===== config.mk =====
export PLATFORM = sky130hd
export DESIGN_NAME = rbnp_back_flat
export DESIGN_NICKNAME = d
export VERILOG_FILES = /design/src/rtl/rbnp_pkg.sv /design/src/rtl/rbnp_if.sv /design/src/rtl/rbnp_back.sv /design/src/flat_wrapper.sv
export VERILOG_INCLUDE_DIRS = /design/src /design/src/rtl
export SDC_FILE = /design/constraint.sdc
export NUM_CORES = 2
export LEC_CHECK = 0
export BUFFER_PORTS_ARGS = -buffer_cell sky130_fd_sc_hd__buf_2
export CAP_MARGIN = 40
export CORE_MARGIN = 1.5
export CORE_UTILIZATION = 50
export CTS_CLUSTER_DIAMETER = 80
export CTS_CLUSTER_SIZE = 30
export DETAILED_ROUTE_END_ITERATION = 10
export PLACE_DENSITY = 0.66
export SLEW_MARGIN = 20
export SYNTH_ARGS = -nofsm -noshare
export SYNTH_HDL_FRONTEND = slang
export SYNTH_SLANG_ARGS = --single-unit

===== constraint.sdc =====
create_clock -name clk -period 29.6 [get_ports clk]
set_input_delay 4.44 -clock clk [delete_from_list [all_inputs] [get_ports clk]]
set_output_delay 4.44 -clock clk [all_outputs]
set_load 0.03 [all_outputs]

===== src/rtl/ray_box_nearest_pick_macros.svh =====
// Assertion helpers for the block's modules; rbnp_back is the one that uses them.
// Each macro expects signals named clk and rst_n in the module that uses it.
`ifndef RAY_BOX_NEAREST_PICK_MACROS_SVH
`define RAY_BOX_NEAREST_PICK_MACROS_SVH

// The consequent must hold in the same cycle as the antecedent.
`define RBNP_ASSERT_SAME(lbl, ante, cons, msg) \
    lbl: assert property (@(posedge clk) disable iff (!rst_n) (ante) |-> (cons)) \
        else $error(msg);

// The consequent must hold in the cycle after the antecedent.
`define RBNP_ASSERT_NEXT(lbl, ante, cons, msg) \
    lbl: assert property (@(posedge clk) disable iff (!rst_n) (ante) |=> (cons)) \
        else $error(msg);

`endif


===== src/rtl/rbnp_pkg.sv =====
`default_nettype none

package rbnp_pkg;

    localparam int COORD_W       = 32;
    localparam int LEN_W         = 31;
    localparam int IDX_W         = 4;
    localparam int FRAC_W        = 16;
    localparam int NUM_W         = COORD_W + 2;
    localparam int QUO_W         = 32;
    localparam int TABLE_SLOTS   = 2 ** IDX_W;
    localparam int MAX_BOXES_DEF = 16;
    localparam int QUEUE_DEPTH   = 2;
    localparam int QPTR_W        = $clog2(QUEUE_DEPTH);
    localparam int QCNT_W        = $clog2(QUEUE_DEPTH + 1);

    localparam logic KIND_WRITE = 1'b0;
    localparam logic KIND_PICK  = 1'b1;

    typedef logic signed [COORD_W-1:0] coord_t;
    typedef logic        [LEN_W-1:0]   len_t;
    typedef logic        [IDX_W-1:0]   idx_t;
    typedef logic signed [NUM_W-1:0]   num_t;
    typedef logic signed [QUO_W-1:0]   quo_t;

    // For a write item the b vector carries the half extent, not the size.
    typedef struct packed {
        logic   kind;
        idx_t   idx;
        coord_t ax;
        coord_t ay;
        coord_t az;
        coord_t bx;
        coord_t by;
        coord_t bz;
        len_t   len;
        logic   active;
    } item_t;

    typedef struct packed {
        logic   start;
        num_t   num;
        coord_t den;
    } div_req_t;

    typedef struct packed {
        logic done;
        quo_t q;
    } div_rsp_t;

endpackage

`default_nettype wire


===== src/rtl/rbnp_if.sv =====
`default_nettype none


interface rbnp_out_if;
    import rbnp_pkg::*;

    logic valid;
    logic ready;
    logic hit;
    idx_t box_index;
    len_t hit_distance;

    modport source (
        output valid, hit, box_index, hit_distance,
        input  ready
    );

    modport sink (
        input  valid, hit, box_index, hit_distance,
        output ready
    );
endinterface

`default_nettype wire


===== src/rtl/rbnp_back.sv =====
`default_nettype none
`include "ray_box_nearest_pick_macros.svh"

module rbnp_back #(
    parameter int MAX_BOXES = rbnp_pkg::MAX_BOXES_DEF
) (
    input  wire logic               clk,
    input  wire logic               rst_n,
    input  wire logic               q_valid,
    input  wire rbnp_pkg::item_t    q_item,
    output logic                    q_pop,
    output rbnp_pkg::div_req_t      div_req,
    input  wire rbnp_pkg::div_rsp_t div_rsp,
    rbnp_out_if.source              out_ch
);
    import rbnp_pkg::*;

    localparam int SCAN = (MAX_BOXES < TABLE_SLOTS) ? MAX_BOXES : TABLE_SLOTS;
    localparam int IW   = (SCAN > 1) ? $clog2(SCAN) : 1;
    localparam int CW   = $clog2(SCAN + 1);

    localparam logic [2:0] ST_IDLE   = 3'd0;
    localparam logic [2:0] ST_BOX    = 3'd1;
    localparam logic [2:0] ST_AXIS   = 3'd2;
    localparam logic [2:0] ST_CHECK  = 3'd3;
    localparam logic [2:0] ST_DSTART = 3'd4;
    localparam logic [2:0] ST_DWAIT  = 3'd5;
    localparam logic [2:0] ST_MERGE  = 3'd6;
    localparam logic [2:0] ST_DONE   = 3'd7;

    localparam logic [1:0] AXIS_X = 2'd0;
    localparam logic [1:0] AXIS_Y = 2'd1;
    localparam logic [1:0] AXIS_Z = 2'd2;

    coord_t ctr_x_reg [SCAN];
    coord_t ctr_y_reg [SCAN];
    coord_t ctr_z_reg [SCAN];
    coord_t half_x_reg [SCAN];
    coord_t half_y_reg [SCAN];
    coord_t half_z_reg [SCAN];
    logic [SCAN-1:0] valid_reg;

    logic [2:0]    state_reg;
    logic [2:0]    state_next;
    coord_t        org_x_reg, org_y_reg, org_z_reg;
    coord_t        dir_x_reg, dir_y_reg, dir_z_reg;
    len_t          len_reg;
    logic [CW-1:0] box_cnt_reg;
    logic [1:0]    axis_reg;
    logic          side_reg;
    quo_t          near_reg;
    quo_t          far_reg;
    quo_t          t0_reg;
    logic signed [COORD_W:0] lo_reg;
    logic signed [COORD_W:0] hi_reg;
    logic          found_reg;
    idx_t          best_idx_reg;
    quo_t          best_dist_reg;
    logic          out_valid_reg;
    logic          out_hit_reg;
    idx_t          out_idx_reg;
    len_t          out_dist_reg;

    logic [IW-1:0] cur;
    coord_t        ctr_sel, half_sel, org_sel, dir_sel;
    logic signed [COORD_W:0] org_ext;
    logic          in_slab;
    quo_t          tmin, tmax, nn, ff;
    logic          axis_pass;
    quo_t          new_near, new_far;
    logic          better;
    logic          out_free;
    quo_t          len_ext;

    assign cur     = box_cnt_reg[IW-1:0];
    assign len_ext = quo_t'({1'b0, len_reg});

    always_comb
    begin
        case (axis_reg)
            AXIS_X:
            begin
                ctr_sel = ctr_x_reg[cur]; half_sel = half_x_reg[cur];
                org_sel = org_x_reg;      dir_sel  = dir_x_reg;
            end
            AXIS_Y:
            begin
                ctr_sel = ctr_y_reg[cur]; half_sel = half_y_reg[cur];
                org_sel = org_y_reg;      dir_sel  = dir_y_reg;
            end
            default:
            begin
                ctr_sel = ctr_z_reg[cur]; half_sel = half_z_reg[cur];
                org_sel = org_z_reg;      dir_sel  = dir_z_reg;
            end
        endcase
    end

    assign org_ext = {org_sel[COORD_W-1], org_sel};
    assign in_slab = (org_ext >= lo_reg) && (org_ext <= hi_reg);

    assign tmin = (t0_reg < div_rsp.q) ? t0_reg : div_rsp.q;
    assign tmax = (t0_reg < div_rsp.q) ? div_rsp.q : t0_reg;
    // Merge uses t1 held in the divider's result register.
    assign nn   = (tmin > near_reg) ? tmin : near_reg;
    assign ff   = (tmax < far_reg) ? tmax : far_reg;

    always_comb
    begin
        if (state_reg == ST_MERGE)
        begin
            axis_pass = (nn <= ff);
            new_near  = nn;
            new_far   = ff;
        end
        else
        begin
            axis_pass = in_slab;
            new_near  = near_reg;
            new_far   = far_reg;
        end
    end

    assign better   = !found_reg || (new_near < best_dist_reg);
    assign out_free = !out_valid_reg || out_ch.ready;

    always_comb
    begin
        state_next = state_reg;
        q_pop      = 1'b0;
        case (state_reg)
            ST_IDLE:
            begin
                if (q_valid)
                begin
                    q_pop = 1'b1;
                    if (q_item.kind == KIND_PICK)
                    begin
                        state_next = ST_BOX;
                    end
                end
            end
            ST_BOX:
            begin
                if (box_cnt_reg == CW'(SCAN))
                begin
                    state_next = ST_DONE;
                end
                else if (valid_reg[cur])
                begin
                    state_next = ST_AXIS;
                end
            end
            ST_AXIS:   state_next = ST_CHECK;
            ST_CHECK:
            begin
                if (dir_sel != '0)
                begin
                    state_next = ST_DSTART;
                end
                else if (!axis_pass || axis_reg == AXIS_Z)
                begin
                    state_next = ST_BOX;
                end
                else
                begin
                    state_next = ST_AXIS;
                end
            end
            ST_DSTART: state_next = ST_DWAIT;
            ST_DWAIT:
            begin
                if (div_rsp.done)
                begin
                    state_next = side_reg ? ST_MERGE : ST_DSTART;
                end
            end
            ST_MERGE:
            begin
                state_next = (!axis_pass || axis_reg == AXIS_Z) ? ST_BOX : ST_AXIS;
            end
            ST_DONE:
            begin
                if (out_free)
                begin
                    state_next = ST_IDLE;
                end
            end
            default:   state_next = ST_IDLE;
        endcase
    end

    always_comb
    begin
        div_req.start = (state_reg == ST_DSTART);
        div_req.num   = side_reg ? (NUM_W'(hi_reg) - NUM_W'(org_ext))
                                 : (NUM_W'(lo_reg) - NUM_W'(org_ext));
        div_req.den   = dir_sel;
    end

    assign out_ch.valid        = out_valid_reg;
    assign out_ch.hit          = out_hit_reg;
    assign out_ch.box_index    = out_idx_reg;
    assign out_ch.hit_distance = out_dist_reg;

    // Table payload carries no reset; only the active flags do.
    always_ff @(posedge clk)
    begin
        if (q_pop && q_item.kind == KIND_WRITE)
        begin
            ctr_x_reg[q_item.idx[IW-1:0]]  <= q_item.ax;
            ctr_y_reg[q_item.idx[IW-1:0]]  <= q_item.ay;
            ctr_z_reg[q_item.idx[IW-1:0]]  <= q_item.az;
            half_x_reg[q_item.idx[IW-1:0]] <= q_item.bx;
            half_y_reg[q_item.idx[IW-1:0]] <= q_item.by;
            half_z_reg[q_item.idx[IW-1:0]] <= q_item.bz;
        end
        if (q_pop && q_item.kind == KIND_PICK)
        begin
            org_x_reg <= q_item.ax;
            org_y_reg <= q_item.ay;
            org_z_reg <= q_item.az;
            dir_x_reg <= q_item.bx;
            dir_y_reg <= q_item.by;
            dir_z_reg <= q_item.bz;
            len_reg   <= q_item.len;
        end
        if (state_reg == ST_AXIS)
        begin
            lo_reg <= {ctr_sel[COORD_W-1], ctr_sel} - {half_sel[COORD_W-1], half_sel};
            hi_reg <= {ctr_sel[COORD_W-1], ctr_sel} + {half_sel[COORD_W-1], half_sel};
        end
        if (state_reg == ST_DWAIT && div_rsp.done && !side_reg)
        begin
            t0_reg <= div_rsp.q;
        end
        if (state_reg == ST_BOX)
        begin
            near_reg <= '0;
            far_reg  <= len_ext;
        end
        else if (state_reg == ST_MERGE)
        begin
            near_reg <= nn;
            far_reg  <= ff;
        end
        if (((state_reg == ST_CHECK && dir_sel == '0) || state_reg == ST_MERGE)
            && axis_pass && axis_reg == AXIS_Z && better)
        begin
            best_idx_reg  <= idx_t'(box_cnt_reg);
            best_dist_reg <= new_near;
        end
        if (state_reg == ST_DONE && out_free)
        begin
            out_hit_reg  <= found_reg;
            out_idx_reg  <= found_reg ? best_idx_reg : '0;
            out_dist_reg <= found_reg ? best_dist_reg[LEN_W-1:0] : '0;
        end
    end

    always_ff @(posedge clk or negedge rst_n)
    begin
        if (!rst_n)
        begin
            state_reg     <= ST_IDLE;
            valid_reg     <= '0;
            box_cnt_reg   <= '0;
            axis_reg      <= AXIS_X;
            side_reg      <= 1'b0;
            found_reg     <= 1'b0;
            out_valid_reg <= 1'b0;
        end
        else
        begin
            state_reg <= state_next;
            if (q_pop && q_item.kind == KIND_WRITE)
            begin
                valid_reg[q_item.idx[IW-1:0]] <= q_item.active;
            end
            if (q_pop && q_item.kind == KIND_PICK)
            begin
                box_cnt_reg <= '0;
                found_reg   <= 1'b0;
            end
            if (state_reg == ST_BOX && box_cnt_reg != CW'(SCAN))
            begin
                axis_reg <= AXIS_X;
                if (!valid_reg[cur])
                begin
                    box_cnt_reg <= box_cnt_reg + 1'b1;
                end
            end
            if (state_reg == ST_CHECK)
            begin
                side_reg <= 1'b0;
            end
            if (state_reg == ST_DWAIT && div_rsp.done)
            begin
                side_reg <= 1'b1;
            end
            if ((state_reg == ST_CHECK && dir_sel == '0) || state_reg == ST_MERGE)
            begin
                if (!axis_pass || axis_reg == AXIS_Z)
                begin
                    box_cnt_reg <= box_cnt_reg + 1'b1;
                    if (axis_pass && better)
                    begin
                        found_reg <= 1'b1;
                    end
                end
                else
                begin
                    axis_reg <= axis_reg + 1'b1;
                end
            end
            if (state_reg == ST_DONE && out_free)
            begin
                out_valid_reg <= 1'b1;
            end
            else if (out_ch.ready)
            begin
                out_valid_reg <= 1'b0;
            end
        end
    end

    `RBNP_ASSERT_SAME(a_pop_only_idle, q_pop, state_reg == ST_IDLE && q_valid, "pop outside idle")
    `RBNP_ASSERT_NEXT(a_start_then_wait, div_req.start, state_reg == ST_DWAIT, "divider not awaited")
    `RBNP_ASSERT_SAME(a_done_in_wait, div_rsp.done, state_reg == ST_DWAIT, "stray divider result")
    `RBNP_ASSERT_SAME(a_best_in_range, found_reg, best_dist_reg >= 0 && best_dist_reg <= len_ext, "best distance out of range")

endmodule

`default_nettype wire


===== src/flat_wrapper.sv =====
// flat-port wrapper written by rule: the top's interface ports become plain ports
module rbnp_back_flat import rbnp_pkg::*;
#(
    parameter int MAX_BOXES = rbnp_pkg::MAX_BOXES_DEF
)
  (clk, rst_n, q_valid, q_item, q_pop, div_req, div_rsp, out_ch_valid, out_ch_hit, out_ch_box_index, out_ch_hit_distance, out_ch_ready);
  rbnp_out_if out_ch_i ();
  input  wire logic clk;
  input  wire logic rst_n;
  input  wire logic q_valid;
  input  wire rbnp_pkg::item_t q_item;
  output logic q_pop;
  output rbnp_pkg::div_req_t div_req;
  input  wire rbnp_pkg::div_rsp_t div_rsp;
  output wire logic [$bits(out_ch_i.valid)-1:0] out_ch_valid;
  output wire logic [$bits(out_ch_i.hit)-1:0] out_ch_hit;
  output wire logic [$bits(out_ch_i.box_index)-1:0] out_ch_box_index;
  output wire logic [$bits(out_ch_i.hit_distance)-1:0] out_ch_hit_distance;
  input wire logic [$bits(out_ch_i.ready)-1:0] out_ch_ready;
  assign out_ch_valid = out_ch_i.valid;
  assign out_ch_hit = out_ch_i.hit;
  assign out_ch_box_index = out_ch_i.box_index;
  assign out_ch_hit_distance = out_ch_i.hit_distance;
  assign out_ch_i.ready = out_ch_ready;
  rbnp_back #(.MAX_BOXES(MAX_BOXES)) u_core (.clk(clk), .rst_n(rst_n), .q_valid(q_valid), .q_item(q_item), .q_pop(q_pop), .div_req(div_req), .div_rsp(div_rsp), .out_ch(out_ch_i));
endmodule

# [Word-level counts from Yosys, hierarchy flattened]
# Memories as Yosys holds them, arrays and structs flattened.
# Cells that the tools add are included.
[word_totals] input_bits=266 ramBits=3072 output_inout_bits=105 mem_count=6 reg_bits=486 elab_cells=141
[classes] n_eq_ne=16 n_reduce_logical=29 n_mux=48 bitwise_logic=1 n_addsub=6 n_lt_le_gt_ge=10
[mem_list] memory="u_core.ctr_x_reg" words=16 word_bits=32 rd=1 rd_clocked_by_memory_dff=0 write_ports=1 line="rbnp_back.sv:35" rtl="coord_t ctr_x_reg [SCAN];"
[mem_list] memory="u_core.ctr_y_reg" words=16 word_bits=32 rd=1 rd_clocked_by_memory_dff=0 write_ports=1 line="rbnp_back.sv:36" rtl="coord_t ctr_y_reg [SCAN];"
[mem_list] memory="u_core.ctr_z_reg" words=16 word_bits=32 rd=1 rd_clocked_by_memory_dff=0 write_ports=1 line="rbnp_back.sv:37" rtl="coord_t ctr_z_reg [SCAN];"
[mem_list] memory="u_core.half_x_reg" words=16 word_bits=32 rd=1 rd_clocked_by_memory_dff=0 write_ports=1 line="rbnp_back.sv:38" rtl="coord_t half_x_reg [SCAN];"
[mem_list] memory="u_core.half_y_reg" words=16 word_bits=32 rd=1 rd_clocked_by_memory_dff=0 write_ports=1 line="rbnp_back.sv:39" rtl="coord_t half_y_reg [SCAN];"
[mem_list] memory="u_core.half_z_reg" words=16 word_bits=32 rd=1 rd_clocked_by_memory_dff=0 write_ports=1 line="rbnp_back.sv:40" rtl="coord_t half_z_reg [SCAN];"
[ops] operator="case mux 32 bit (2 select lines)" count=4
[ops] operator="two-way mux 32 bit" count=5
[ops] operator="< comparator 32 bit" count=3
[ops] operator="subtractor 33 x 32 -> 34 bit" count=2
[ops] operator="two-way mux 31 bit" count=2
[ops] operator="two-way mux 34 bit" count=1
[ops] operator="adder 32 x 32 -> 33 bit" count=1
[ops] operator=">= comparator 32 x 33 -> 1 bit" count=1
[ops] operator="less-or-equal comparator 32 x 33 -> 1 bit" count=1
[ops] operator="subtractor 32 x 32 -> 33 bit" count=1
[ops] operator="> comparator 32 bit" count=1
[ops] operator="less-or-equal comparator 32 bit" count=1
[ops] operator="logical NOT 32 bit" count=1
[ops] operator="nonzero test 32 bit" count=1
[ops] operator="two-way mux 5 bit" count=5
[ops] operator="case mux 3 bit (8 select lines)" count=1
[ops] operator="two-way mux 3 bit" count=7
[ops] operator="bitwise mux 16 bit" count=1
[ops] operator="two-way mux 1 bit" count=15
[ops] operator="logical AND 1 bit" count=13
[ops] operator="== test 3 bit, second input constant" count=4
[ops] operator="< comparator 4 x 5 -> 1 bit, second input constant" count=2
[ops] operator="two-way mux 2 bit" count=5
[ops] operator="== test 3 x 2 -> 1 bit, second input constant" count=2
[ops] operator="20 further kinds" count=30

# [Longest topological paths before layout]
[logic_depth] word_depth=11 mapped_depth=36 depth_no_buf=31

# [Least setup slack after synthesis]
# OpenSTA, ideal clock, no wires.
[synth_timing] path_kind="input to register" startpoint="input port q_valid" endpoint="register u_core.valid_reg[0]" arrival_ns=27.211 setup_time_ns=0.167 path_slack_ns=2.222 stages=5 cell_sequence="and2_1 nand2b_1 nor2_1 nor4b_1 mux2_2"
[synth_via] elab_chain_cells=3
[synth_rtl] item="from (decl)" line="flat_wrapper.sv:10" rtl="input wire logic q_valid;"
[synth_rtl] item="two-way mux 1 bit" line="rbnp_back.sv:134" rtl="if (q_valid)"
[synth_rtl] item="two-way mux 1 bit" line="rbnp_back.sv:131" rtl="case (state_reg)"
[synth_rtl] item="logical AND 1 bit" line="rbnp_back.sv:276" rtl="if (q_pop && q_item.kind == KIND_WRITE)"
[synth_rtl] item="to (signal, indexed assignment)" line="rbnp_back.sv:278" rtl="valid_reg[q_item.idx[IW-1:0]] <= q_item.active;"
[synth_rtl] item="to (decl)" line="rbnp_back.sv:41" rtl="logic [SCAN-1:0] valid_reg;"
# No other way between the ends.
# A chain may end at the register's enable or synchronous reset.

# [Final worst setup path]
[layout_timing] startpoint="input port div_rsp[31] (netlist name)" endpoint="register u_core.best_dist_reg[0] (enable)"
[layout_via] elab_chain_cells=9
[layout_rtl] item="from (decl)" line="flat_wrapper.sv:14" rtl="input wire rbnp_pkg::div_rsp_t div_rsp;"
[layout_rtl] item="< comparator 32 bit" line="rbnp_back.sv:102, rbnp_back.sv:103"
[layout_rtl] item="two-way mux 32 bit (on tied branches)" line="rbnp_back.sv:102, rbnp_back.sv:103"
[layout_rtl] item="> comparator 32 bit or < comparator 32 bit (tied branches)" line="rbnp_back.sv:105, rbnp_back.sv:106"
[layout_rtl] item="two-way mux 32 bit (on tied branches)" line="rbnp_back.sv:105, rbnp_back.sv:106"
[layout_rtl] item="less-or-equal comparator 32 bit" line="rbnp_back.sv:112" rtl="axis_pass = (nn <= ff);"
[layout_rtl] item="two-way mux 1 bit" line="rbnp_back.sv:110" rtl="if (state_reg == ST_MERGE)"
[layout_rtl] item="logical AND 1 bit (2 in a row)" line="rbnp_back.sv:248" rtl="&& axis_pass && axis_reg == AXIS_Z && better)"
[layout_rtl] item="logical AND 1 bit (*)" line="rbnp_back.sv:248"
[layout_rtl] item="to (signal assigned)" line="rbnp_back.sv:251" rtl="best_dist_reg <= new_near;"
[layout_rtl] item="to (decl)" line="rbnp_back.sv:58" rtl="quo_t best_dist_reg;"
# Mark *: on every way between the ends. The rest lies on a longest branch, timed or not.

==> flow_summary.ini <==
[outcome]
outcome = completed

[power]
total_power_per_unit_cell_area_nw_per_um2 = 89.6
power.leakage_nw = 51.1
peakVddDrop_mv = 0.0782
design_power_total_mw = 14.3

[synth]
synth_top_area_cell = edfxtp_1
synth_fp_nets = 8021
yosysUniqueCellTypes = 84
synthFlopType = edfxtp_1
yosysTopAreaCellShare_pct = 71.9
netlist_instances = 7460
yosys_warnings = 0
netlist_top_cells_area = edfxtp_1 (72%), mux4_2 (14%), ha_1 (2.5%), a21oi_1 (1.0%), mux2_2 (0.90%)
netlist_area_um2 = 146000
post_synth.cell_area_avg_um2 = 19.6
async_flop_share_pct = 0.815
synth_edf_count = 3495
ys_seq_area_share_pct = 72.9
yosys_register_bits = 3557

[placement]
buffer_ports.inserted = 370
gp_congestion = 0.910
detailedPlace.worstSlack_ns = 15.05
place.detailed.hpwl_um = 245000

[global_route]
antenna_found_initial = 106
first_pass_grt_wire_length_um = 552000
grt_use_total_pct = 26.5
grt-ovfl-total = 0
grt_pass1_vias = 72900
grt_max_degree = 117

[clock_network]
cts_root_buf = clkbuf_16
tritoncts_buffer_count = 163
cts-root-to-sink-buffers = 4
cts_tree = done
postCtsHoldBufs = 0
post_cts_buffers = 0
ctsHtreeMaxLevel = 4
clkSlewWorstSetupHoldPaths_ns = 0.10
postCtsResizedCells = 0
insertion_delay_to_the_later_sink_of_the_worst_skew_pair_ns = 0.91
cts_num_sinks = 3557

[routing]
detail_route.iter0.violations = 10100
ant_nets = 0
route.vias.total = 75300
routed_via_density = 6.32
drt_wl_total_um = 393000
wire_per_inst_um = 33.0
detail_route.drc_violations = 0
detailedRoute.firstPassIterationCount = 6

[floorplanning]
design.core.area_um2 = 291000
floorplan.initialDensity_pct = 50.2
core.rowCount = 198
die-area_um2 = 295000
die_h_um = 543
die_w_um = 543
pin_count = 371

[sta]
rsz0062_at_grt = false
max_freq_ghz = 0.0727
slew-limit-headroom_pct = 23.3
fin_worst_skew_ns = 0.0475
worst_slack_ns = 15.84
tns_ns = 0
slew_viol_final = 0
finalSetupViolCount = 0
hold_violations = 0
finalCriticalPeriod_ns = 13.76
tightestPinTransition_ns = 1.15
fin_crit_sh_pct = 46.5

[setup_path]
cp-end-kind = flop
reg2regPathDepth = 31
crit_path_start_kind = input pin
critPathMaxStageDelay_ns = 0.69
timing_worst_setup_path_type = in -> reg
worst_ep_required_time_ns = 30.13
slowest_stage = buf_4
critical_path.max_fanout = 71
cp.arrival_ns = 14.29

[flow_run]
maxCapViolCount = 0

[cells_and_area]
mostFrequentLayoutCells = edfxtp_1 (3,495), mux4_2 (899), buf_2 (381)
final_layout_size_suffix_gt1_share_pct = 24.3
layout-area-overhead-vs-synth_pct = 9.44
final_common_cell = edfxtp_1
finalNetCount = 8435
n_fill_cell = 22000

[min_path]
worstHoldPathCells = 1
hp-class = reg -> reg
## cell usage after synthesis (all sizes together) (5+ instances only)
cell and count:
inv 253, dfxtp 33, a22oi 65, o41ai 5, and2 76, nor2 249, nor2b 16, o21bai 24
o211ai 19, a31oi 10, buf 126, o31ai 11, a21o 47, and4 10, o22ai 6, nand2b 25
mux2 117, xor2 24, a221oi 8, a22o 33, o221ai 35, clkbuf 227, a21boi 7, or4 5
o21a 24, nor4 22, mux4 899, ha 291, a2111oi 11, or3 12, nand3 26, dfrtp 29
and3 10, nand4 50, a221o 5, xnor2 82, nor3 41, a211oi 23, nand2 311, a21oi 297
edfxtp 3495, mux2i 112, o21ai 232
## per-layer routing
layer,wire length [um],vias to the layer above,global-route usage (%),part of all wire [%]
met2,180000,3441,40.3,46
met1,163000,40100,39.4,41
met4,11500,76,6.76,2.9
met3,38200,519,5.44,9.7
met5,490,-,0,0.12
li1,-,31200,-,-
## worst max-delay path, delay by kind of cell
kind	cells	cell delay, ns
buffers and inverters	5	1.73
AND/OR/NAND/NOR	10	2.69
AO/OA/AOI/OAI	12	3.22
multiplexers	3	0.92
adder cells (fa/ha/maj)	3	1.13
## stage by stage
step | utilization, % | hold slack (ns) | instance area, um^2 | cells
global placement | 52.6 | 0.464 | 153000 | 11500
CTS | 54.8 | 0.493 | 159000 | 11900
detailed placement | 53.0 | 0.480 | 154000 | 11600
global route | 54.9 | 0.533 | 160000 | 11900
floorplan | - | 0.446 | 146000 | 7460
finish | 54.9 | 0.497 | 160000 | 11900
## final timing paths
kind | start | end | slack (ns)
max | div_rsp[31] | u_core.best_dist_reg[0] | 15.84
min reg2reg | u_core.box_cnt_reg[4] | u_core.box_cnt_reg[4] | 0.50
min | u_core.box_cnt_reg[4] | u_core.box_cnt_reg[4] | 0.50
max reg2reg | u_core.t0_reg[31] | u_core.best_dist_reg[0] | 19.08
min in group asynchronous | rst_n | u_core.out_ch.valid | 3.33
max in group asynchronous | rst_n | u_core.box_cnt_reg[2] | 25.88
## area by class of cell
cell class / instances / area [um^2] / share of cell area (%)
sequential: 3557 / 106000 / 66.6
inverter: 254 / 961 / 0.602
antenna: 51 / 128 / 0.0799
multi-input combinational: 3296 / 37300 / 23.4
tap: 3900 / 4880 / 3.06
timing repair buffer: 602 / 4740 / 2.97
clock buffer: 187 / 4340 / 2.72
clock inverter: 69 / 913 / 0.572
## cells by family (layout without fill, tap and decap cells)
logic type                 count (synthesis)  after routing  share of synthesized area [%]
DFF                                     3557           3557                           72.9
muxes                                   1128           1128                           15.6
AOI/OAI and AO/OA                        899            899                           3.88
and+or+nand+nor                          868            868                           2.74
buffers and inverters                    607           1112                           1.67
adders and majority gates                295            295                           2.55
xor gates and xnor gates                 106            106                          0.636
other                                      0             51                              0
## power breakdown
group	internal (mW)	switching [mW]
Sequential	5.82	0.116
Combinational	2.31	3.29
Clock	1.15	1.61
Power figures use the tool's default switching activity.
